--- src/rtl/c2d_ram.sv ---
// Generic single-write, single-read synchronous RAM with a registered read.
`default_nettype none
module c2d_ram #(
  parameter int WIDTH = 8,
  parameter int DEPTH = 16,
  localparam int AW = (DEPTH > 1) ? $clog2(DEPTH) : 1
) (
  input  wire logic             clk,
  input  wire logic             we,
  input  wire logic [AW-1:0]    waddr,
  input  wire logic [WIDTH-1:0] wdata,
  input  wire logic [AW-1:0]    raddr,
  output logic      [WIDTH-1:0] rdata
);

  logic [WIDTH-1:0] mem [DEPTH];

  always_ff @(posedge clk) begin
    if (we) begin
      mem[waddr] <= wdata;
    end
    rdata <= mem[raddr];
  end

endmodule
`default_nettype wire

--- config.mk ---
export PLATFORM = sky130hd
export DESIGN_NAME = c2d_ram
export DESIGN_NICKNAME = d
export VERILOG_FILES = /design/src/rtl/c2d_ram.sv
export SDC_FILE = /design/constraint.sdc
export NUM_CORES = 1
export LEC_CHECK = 0
export BUFFER_PORTS_ARGS = -buffer_cell sky130_fd_sc_hd__buf_2
export CAP_MARGIN = 20
export CORE_ASPECT_RATIO = 0.7
export CORE_UTILIZATION = 65
export DETAILED_ROUTE_END_ITERATION = 8
export PLACE_DENSITY = 0.84
export SETUP_SLACK_MARGIN = 0.05
export SLEW_MARGIN = 5
export SYNTH_ARGS = -nofsm -noshare
export SYNTH_HDL_FRONTEND = slang
export SYNTH_SLANG_ARGS = --single-unit
--- constraint.sdc ---
create_clock -name clk -period 4.3 [get_ports clk]
set_input_delay 0.645 -clock clk [delete_from_list [all_inputs] [get_ports clk]]
set_output_delay 0.645 -clock clk [all_outputs]
set_load 0.01 [all_outputs]
==> impl_metrics.xml, run 1 <==
<?xml version="1.0" encoding="UTF-8"?>
<metrics>
  <group name="setup_path">
    <metric name="required" unit="ns">4.34</metric>
    <metric name="setup.worst_path.start_class" unit="">input port</metric>
    <metric name="worst-endpoint-arrival" unit="ns">1.95</metric>
    <metric name="r2r_end" unit="">rdata[5]$_DFF_P_</metric>
    <metric name="worst-path-max-fanout" unit="">8</metric>
    <metric name="worstSetupEndpointType" unit="">flip-flop</metric>
    <metric name="worstSetupPathType" unit="">in -&gt; reg</metric>
    <metric name="reg2reg_from" unit="">mem[1][5]$_DFFE_PP_</metric>
    <metric name="ff2ff_setup_slack" unit="ns">2.86</metric>
    <metric name="rr_worst_depth" unit="">3</metric>
  </group>
  <group name="cells_and_area">
    <metric name="insertedDiodeCount" unit="">0</metric>
    <metric name="finish.utilization" unit="%">79.8</metric>
    <metric name="fin_nets" unit="">286</metric>
    <metric name="area_growth" unit="%">16.0</metric>
    <metric name="layout-drive-gt1-share" unit="%">27.8</metric>
  </group>
  <group name="drt">
    <metric name="drt-total-wl" unit="µm">10400</metric>
    <metric name="drt-initial-drc-count" unit="">230</metric>
    <metric name="detail_route.drc_violations" unit="">0</metric>
    <metric name="avgViaCountPerCell" unit="">6.73</metric>
    <metric name="antenna_violating_nets_post_route" unit="">0</metric>
    <metric name="wl_per_cell" unit="µm">27.4</metric>
    <metric name="drt_pass1_iterations" unit="">4</metric>
    <metric name="total_via_count_after_detailed_routing" unit="">2551</metric>
  </group>
  <group name="floorplan">
    <metric name="die_width" unit="µm">108</metric>
    <metric name="placeable_core_area" unit="µm²">7480</metric>
    <metric name="std_cell_rows" unit="">26</metric>
    <metric name="die_area" unit="µm²">8280</metric>
    <metric name="start_util" unit="%">68.8</metric>
    <metric name="io_pins" unit="">26</metric>
    <metric name="vertical_die_dimension" unit="µm">76.5</metric>
  </group>
  <group name="timing">
    <metric name="slew_violations" unit="">0</metric>
    <metric name="layout_worst_path_cycle_share" unit="%">44.6</metric>
    <metric name="max_freq" unit="GHz">0.522</metric>
    <metric name="setup_viol" unit="">0</metric>
    <metric name="final.min_clock_period" unit="ns">1.92</metric>
    <metric name="max_slew_margin" unit="%">31.0</metric>
    <metric name="finalWorstSetupSlack" unit="ns">2.38</metric>
    <metric name="setup_repair_after_global_routing_missed_its_margin" unit="">no</metric>
    <metric name="finalHoldViolations" unit="">0</metric>
    <metric name="worst_slew_pin_slew" unit="ns">1.03</metric>
    <metric name="holdWs" unit="ns">0.623</metric>
    <metric name="final.setup.tns" unit="ns">0</metric>
    <metric name="final.setup_skew" unit="ns">0.0103</metric>
  </group>
  <group name="synthesis">
    <metric name="number_of_enable_flip_flop_cells_after_synthesis" unit="">128</metric>
    <metric name="synthDominantAreaCellType" unit="">edfxtp_1</metric>
    <metric name="net_count_of_the_mapped_netlist" unit="">247</metric>
    <metric name="postSynthRegisterBits" unit="">136</metric>
    <metric name="main_combinational_cell_family_by_area_after_synthesis" unit="">multiplexers</metric>
    <metric name="synth-adder-area-share" unit="%">0</metric>
    <metric name="cell_area_after_synthesis" unit="µm²">5150</metric>
    <metric name="yosysSeqAreaShare" unit="%">77.8</metric>
    <metric name="ys_top_cells_by_area" unit="">edfxtp_1, mux4_2, mux4_1</metric>
    <metric name="synth_compound_area_share" unit="%">2.33</metric>
    <metric name="post_synth_and_or_nand_nor_area_fraction" unit="%">3.18</metric>
    <metric name="synthDistinctLibCells" unit="">19</metric>
    <metric name="ranking_of_synthesized_cells_by_instance_count" unit="">edfxtp_1, mux4_2, a22oi_1</metric>
    <metric name="ys.warnings.count" unit="">0</metric>
    <metric name="synth.avg_cell_area" unit="µm²">22.5</metric>
    <metric name="synthFlopType" unit="">edfxtp_1</metric>
    <metric name="postSynth.asyncResetShare" unit="%">0</metric>
    <metric name="syn_inst" unit="">229</metric>
    <metric name="yosys.area_share.xor_xnor" unit="%">0</metric>
    <metric name="synth_mux_area_share" unit="%">15.0</metric>
    <metric name="yosysMostFrequentCell" unit="">edfxtp_1</metric>
    <metric name="share_of_the_synthesized_area_in_the_top_cell_type" unit="%">74.7</metric>
  </group>
  <group name="placed_design">
    <metric name="finalWeightedCongestion" unit="">0.787</metric>
    <metric name="port-buffer-count" unit="">25</metric>
    <metric name="dp_slack" unit="ns">1.67</metric>
    <metric name="dp_wirelength" unit="µm">5790</metric>
  </group>
  <group name="clock_network">
    <metric name="clkSlewWorstSetupHoldPaths" unit="ns">0.06</metric>
    <metric name="clock-root-buffer" unit="">clkbuf_16</metric>
    <metric name="postCtsResizedCells" unit="">0</metric>
    <metric name="cts_buffer_depth" unit="">2</metric>
    <metric name="tritoncts_buffer_count" unit="">17</metric>
    <metric name="cts_htree_levels" unit="">4</metric>
    <metric name="holdBufCountCts" unit="">0</metric>
    <metric name="clock_insertion_delay_at_the_later_pin_of_the_skew_report" unit="ns">0.42</metric>
    <metric name="clock_tree_from_tritoncts" unit="">built</metric>
    <metric name="postCtsSetupBuffers" unit="">0</metric>
    <metric name="tritoncts_num_sinks" unit="">136</metric>
  </group>
  <group name="power_and_ir_drop">
    <metric name="power.share.sequential" unit="%">47.6</metric>
    <metric name="leakage" unit="nW">2.02</metric>
    <metric name="power_switching_share" unit="%">20.1</metric>
    <metric name="p_switching" unit="µW">631</metric>
    <metric name="power_frac_comb" unit="%">4.4</metric>
    <metric name="power_per_cell_area" unit="nW/µm²">526</metric>
    <metric name="internal_power" unit="mW">2.51</metric>
    <metric name="maximum_resistive_drop_on_vdd" unit="V">0.000371</metric>
    <metric name="p_clk_share" unit="%">48.0</metric>
  </group>
  <group name="global_routing">
    <metric name="grt_overflow" unit="">0</metric>
    <metric name="grt_first_pass_wirelength" unit="µm">15200</metric>
    <metric name="globalRouteTotalUtil" unit="%">27.4</metric>
    <metric name="use_met2" unit="%">41.3</metric>
    <metric name="grt_pass1_vias" unit="">2579</metric>
    <metric name="pin_count_of_the_biggest_net_entering_global_routing" unit="">33</metric>
    <metric name="grt_util_met3" unit="%">7.27</metric>
    <metric name="global_route.peak_usage_layer" unit="">met2</metric>
    <metric name="grtUsageMet1" unit="%">38.7</metric>
    <metric name="grt_antenna_before_repair" unit="">0</metric>
  </group>
  <group name="flow_run">
    <metric name="drv_cap" unit="">0</metric>
  </group>
  <group name="hold_path">
    <metric name="whs_endpoint" unit="">mem[5][5]$_DFFE_PP_</metric>
    <metric name="hold_class" unit="">in -&gt; reg</metric>
    <metric name="hold_depth" unit="">1</metric>
    <metric name="timing.hold.worst.start" unit="">wdata[5]</metric>
  </group>
  <group name="run_status">
    <metric name="outcome" unit="">finished, final reports clean</metric>
  </group>
</metrics>
==> critical path: stages <==
cell    delay [ns]
buf_2         0.12
or3b_2        0.51
nor2_1        0.67
==> kinds of logic (layout without fill, tap and decap cells) <==
| group | Yosys count | count (layout) |
|---|---|---|
| mux | 32 | 32 |
| simple gates | 35 | 35 |
| flops | 136 | 136 |
| compound gates | 16 | 16 |
| buf+inv | 10 | 62 |
==> flip-flops by register name, summed over array words and instances, names as in the netlist <==
register and flops:
rdata 8, mem 128
==> through the flow <==
step / total power, mW / instance area (µm²) / std cells
final: 3.14 / 5970 / 379
after global routing: 3.21 / 5970 / 379
after CTS: 3.14 / 5950 / 378
after detailed placement: 1.65 / 5340 / 346
after global placement: 1.64 / 5330 / 345
after floorplan: 1.60 / 5150 / 229
==> how the worst max path moves through the flow <==
stage,startpoint,to,slack (ns),depth (start not counted)
finish,waddr[2],mem[2][0]$_DFFE_PP_,2.38,3
CTS,raddr[0],rdata[5]$_DFF_P_,2.02,4
floorplan,waddr[2],mem[0][0]$_DFFE_PP_,2.16,2
detailed placement,raddr[0],rdata[5]$_DFF_P_,1.67,4
global route,waddr[2],mem[0][1]$_DFFE_PP_,2.30,4
global placement,raddr[0],rdata[3]$_DFF_P_,1.68,4
==> cell type report <==
cell class	instances	area, µm²
flip-flops and latches	136	4000
fillers	362	1510
multi-input cells	83	1060
clock buffers	20	437
clock inverters	12	178
repair buffers	30	173
well taps	98	123
==> power by group through the flow <==
stage	logic (mW)	clock network [mW]	registers, mW
2_1_floorplan	0.0752	0	1.52
3_3_place_gp	0.126	0	1.52
3_5_place_dp	0.131	0	1.52
4_1_cts	0.136	1.51	1.49
5_1_grt	0.147	1.56	1.49
6_report	0.138	1.51	1.49
==> cells in the final DEF, fill, tap and decap left out <==
master	Yosys	routed
nor2b_1	1	1
edfxtp_1	128	128
buf_12	0	1
clkinv_4	0	4
dfxtp_1	8	8
buf_4	1	3
bufinv_16	0	4
clkbuf_16	0	17
mux4_1	14	14
and2b_1	1	1
buf_2	3	26
nand3b_1	2	2
or3b_2	1	1
clkinv_2	0	3
clkbuf_1	0	3
nand2b_1	2	2
a22oi_1	16	16
and2_1	1	1
nor3_1	4	4
nor2_1	13	13
nand3_1	1	1
mux4_2	18	18
nand2_1	9	9
clkinvlp_4	0	1
==> routing by layer <==
layer | up-vias | wire, µm | part of all wire (%)
met3 | 24 | 779 | 7.5
met4 | 0 | 223 | 2.1
met1 | 1313 | 4290 | 41
met2 | 157 | 5100 | 49
met5 | - | 0 | 0
li1 | 1057 | - | -
(Power assumes the default switching activity.)
==> run 2: changes to the inputs <==
--- a/config.mk
+++ b/config.mk
@@ -8,9 +8,9 @@
 export BUFFER_PORTS_ARGS = -buffer_cell sky130_fd_sc_hd__buf_2
 export CAP_MARGIN = 20
 export CORE_ASPECT_RATIO = 0.7
-export CORE_UTILIZATION = 65
+export CORE_UTILIZATION = 54
 export DETAILED_ROUTE_END_ITERATION = 8
-export PLACE_DENSITY = 0.84
+export PLACE_DENSITY = 0.74
 export SETUP_SLACK_MARGIN = 0.05
 export SLEW_MARGIN = 5
 export SYNTH_ARGS = -nofsm -noshare
==> constraint.sdc (replaced) <==
create_clock -name clk -period 1.6 [get_ports clk]
set_input_delay 0.24 -clock clk [delete_from_list [all_inputs] [get_ports clk]]
set_output_delay 0.24 -clock clk [all_outputs]
set_load 0.01 [all_outputs]
==> run 2 against run 1 <==
Register-to-register slack worse by 2.6 ns. Utilization down 12 points. Power grew to 2.7 times the previous value. Global-route usage shrank 4.0 points. Clock skew is 0.0054 ns lower. Routed wire length shrank 2.0%. First-iteration DRC count increased by 33%. Clock-buffer cell count up 1. Clock power increased to 2.6 times the previous value. Combinational power rose to 2.7 times the previous value. Critical endpoint is now rdata[0]$_DFF_P_.
==> impl_metrics.xml, run 2 (synthesis gave the netlist of run 1 again) <==
<?xml version="1.0" encoding="UTF-8"?>
<metrics>
  <group name="power_and_ir_drop">
    <metric name="power_per_cell_area" unit="nW/µm²">1350</metric>
    <metric name="power_frac_comb" unit="%">4.5</metric>
    <metric name="power_switching_share" unit="%">19.6</metric>
    <metric name="p_clk_share" unit="%">47.5</metric>
    <metric name="p_switching" unit="mW">1.64</metric>
    <metric name="maximum_resistive_drop_on_vdd" unit="V">0.00126</metric>
    <metric name="power.share.sequential" unit="%">48.1</metric>
    <metric name="internal_power" unit="mW">6.72</metric>
    <metric name="leakage" unit="nW">2.14</metric>
  </group>
  <group name="cells_and_area">
    <metric name="top_library_cells_by_usage_in_the_layout_fill_and_taps_aside" unit="">edfxtp_1, buf_2, buf_4, mux4_2, clkbuf_16</metric>
    <metric name="final-seq-area" unit="µm²">4000</metric>
    <metric name="fin_nets" unit="">306</metric>
    <metric name="insertedDiodeCount" unit="">0</metric>
    <metric name="area_growth" unit="%">20.0</metric>
    <metric name="stdcell_area" unit="µm²">6180</metric>
    <metric name="reg.largest.list" unit="">mem: 128 flops, rdata: 8 flops</metric>
    <metric name="regMostFlops" unit="">mem</metric>
    <metric name="multiInputGateArea" unit="µm²">1060</metric>
    <metric name="finish.utilization" unit="%">67.5</metric>
    <metric name="max_ffs_per_register" unit="">128</metric>
    <metric name="layout_filler_cell_count" unit="">606</metric>
    <metric name="layout-drive-gt1-share" unit="%">33.6</metric>
    <metric name="leading_cell_type_in_the_layout_fill_and_taps_excluded" unit="">edfxtp_1</metric>
  </group>
  <group name="clock_network">
    <metric name="tritoncts_num_sinks" unit="">136</metric>
    <metric name="clock-root-buffer" unit="">clkbuf_16</metric>
    <metric name="cts_buffer_depth" unit="">2</metric>
    <metric name="clkSlewWorstSetupHoldPaths" unit="ns">0.06</metric>
    <metric name="postCtsResizedCells" unit="">0</metric>
    <metric name="postCtsSetupBuffers" unit="">0</metric>
    <metric name="clock_tree_from_tritoncts" unit="">built</metric>
    <metric name="tritoncts_buffer_count" unit="">17</metric>
    <metric name="clock_insertion_delay_at_the_later_pin_of_the_skew_report" unit="ns">0.41</metric>
    <metric name="cts_htree_levels" unit="">4</metric>
    <metric name="holdBufCountCts" unit="">0</metric>
  </group>
  <group name="timing">
    <metric name="slew_violations" unit="">0</metric>
    <metric name="setup_viol" unit="">0</metric>
    <metric name="setup_repair_after_global_routing_missed_its_margin" unit="">no</metric>
    <metric name="max_freq" unit="GHz">0.742</metric>
    <metric name="final.setup_skew" unit="ns">0.00488</metric>
    <metric name="final.setup.tns" unit="ns">0</metric>
    <metric name="max_slew_margin" unit="%">43.8</metric>
    <metric name="final.min_clock_period" unit="ns">1.35</metric>
    <metric name="finalWorstSetupSlack" unit="ns">0.252</metric>
    <metric name="holdWs" unit="ns">0.206</metric>
    <metric name="worst_slew_pin_slew" unit="ns">0.840</metric>
    <metric name="layout_worst_path_cycle_share" unit="%">84.2</metric>
    <metric name="finalHoldViolations" unit="">0</metric>
  </group>
  <group name="floorplan">
    <metric name="vertical_die_dimension" unit="µm">83.7</metric>
    <metric name="die_width" unit="µm">119</metric>
    <metric name="std_cell_rows" unit="">29</metric>
    <metric name="start_util" unit="%">56.3</metric>
    <metric name="placeable_core_area" unit="µm²">9140</metric>
    <metric name="io_pins" unit="">26</metric>
    <metric name="die_area" unit="µm²">9930</metric>
  </group>
  <group name="drt">
    <metric name="detail_route.drc_violations" unit="">0</metric>
    <metric name="drt-total-wl" unit="µm">10200</metric>
    <metric name="wl_per_cell" unit="µm">24.0</metric>
    <metric name="drt-initial-drc-count" unit="">305</metric>
    <metric name="total_via_count_after_detailed_routing" unit="">2512</metric>
    <metric name="antenna_violating_nets_post_route" unit="">0</metric>
    <metric name="avgViaCountPerCell" unit="">5.91</metric>
    <metric name="drt_pass1_iterations" unit="">4</metric>
  </group>
  <group name="setup_path">
    <metric name="required" unit="ns">1.90</metric>
    <metric name="ff2ff_setup_slack" unit="ns">0.25</metric>
    <metric name="worstSetupPathType" unit="">reg -&gt; reg</metric>
    <metric name="worstSetupEndpointType" unit="">flip-flop</metric>
    <metric name="worst-endpoint-arrival" unit="ns">1.65</metric>
    <metric name="rr_worst_depth" unit="">3</metric>
    <metric name="worst-path-max-fanout" unit="">1</metric>
    <metric name="setup.worst_path.start_class" unit="">flip-flop</metric>
  </group>
  <group name="placed_design">
    <metric name="finalWeightedCongestion" unit="">0.835</metric>
    <metric name="port-buffer-count" unit="">25</metric>
    <metric name="detailed_place.area" unit="µm²">5560</metric>
    <metric name="dp_slack" unit="ns">-0.0803</metric>
    <metric name="dp_wirelength" unit="µm">6350</metric>
  </group>
  <group name="run_status">
    <metric name="outcome" unit="">finished, final reports clean</metric>
  </group>
  <group name="flow_run">
    <metric name="drv_cap" unit="">0</metric>
  </group>
  <group name="global_routing">
    <metric name="grt_overflow" unit="">0</metric>
    <metric name="globalRouteTotalUtil" unit="%">23.3</metric>
    <metric name="pin_count_of_the_biggest_net_entering_global_routing" unit="">33</metric>
    <metric name="grt_antenna_before_repair" unit="">0</metric>
    <metric name="grt_pass1_vias" unit="">2606</metric>
    <metric name="grt_first_pass_wirelength" unit="µm">15600</metric>
  </group>
  <group name="hold_path">
    <metric name="hold_class" unit="">in -&gt; reg</metric>
    <metric name="hold_depth" unit="">1</metric>
  </group>
</metrics>
-- run 2: worst paths after layout --
path,from,to
min,wdata[5],mem[13][5]$_DFFE_PP_
max,mem[2][0]$_DFFE_PP_,rdata[0]$_DFF_P_
max reg2reg,mem[2][0]$_DFFE_PP_,rdata[0]$_DFF_P_
min reg2reg,mem[14][0]$_DFFE_PP_,rdata[0]$_DFF_P_
-- run 2: worst max-delay path, cell delays in order, from the launching register on --
cell and delay, ns:
edfxtp_1 0.37, mux4_1 0.50, a22oi_1 0.28, nand2_1 0.09
-- run 2: final cells by class --
class                           instances  area share [%]
Multi-Input combinational cell         83            17.2
Timing Repair Buffer                   50            5.47
Clock buffer                           21            7.62
Clock inverter                         11            2.37
Sequential cell                       136            64.8
Tap cell                              124            2.51
-- run 2: through the flow --
step | power (mW) | instances
floorplan | 4.29 | 229
global placement | 4.45 | 393
detailed placement | 4.47 | 393
CTS | 8.42 | 425
global route | 8.63 | 425
finish | 8.36 | 425
-- run 2: routing by layer --
| layer | track usage [%] | part of all wire, % |
|---|---|---|
| met1 | 33.0 | 44 |
| met3 | 8.27 | 7.7 |
| met2 | 34.0 | 47 |
| met5 | 0 | 0 |
| met4 | 8.29 | 1.4 |
-- run 2: power groups by stage --
| stage | Combinational, mW | Clock, mW | Sequential (mW) |
|---|---|---|---|
| after floorplan | 0.202 | 0 | 4.09 |
| after global placement | 0.365 | 0 | 4.09 |
| after detailed placement | 0.377 | 0 | 4.09 |
| after CTS | 0.379 | 4.03 | 4.02 |
| after global routing | 0.407 | 4.21 | 4.02 |
| final | 0.375 | 3.97 | 4.02 |
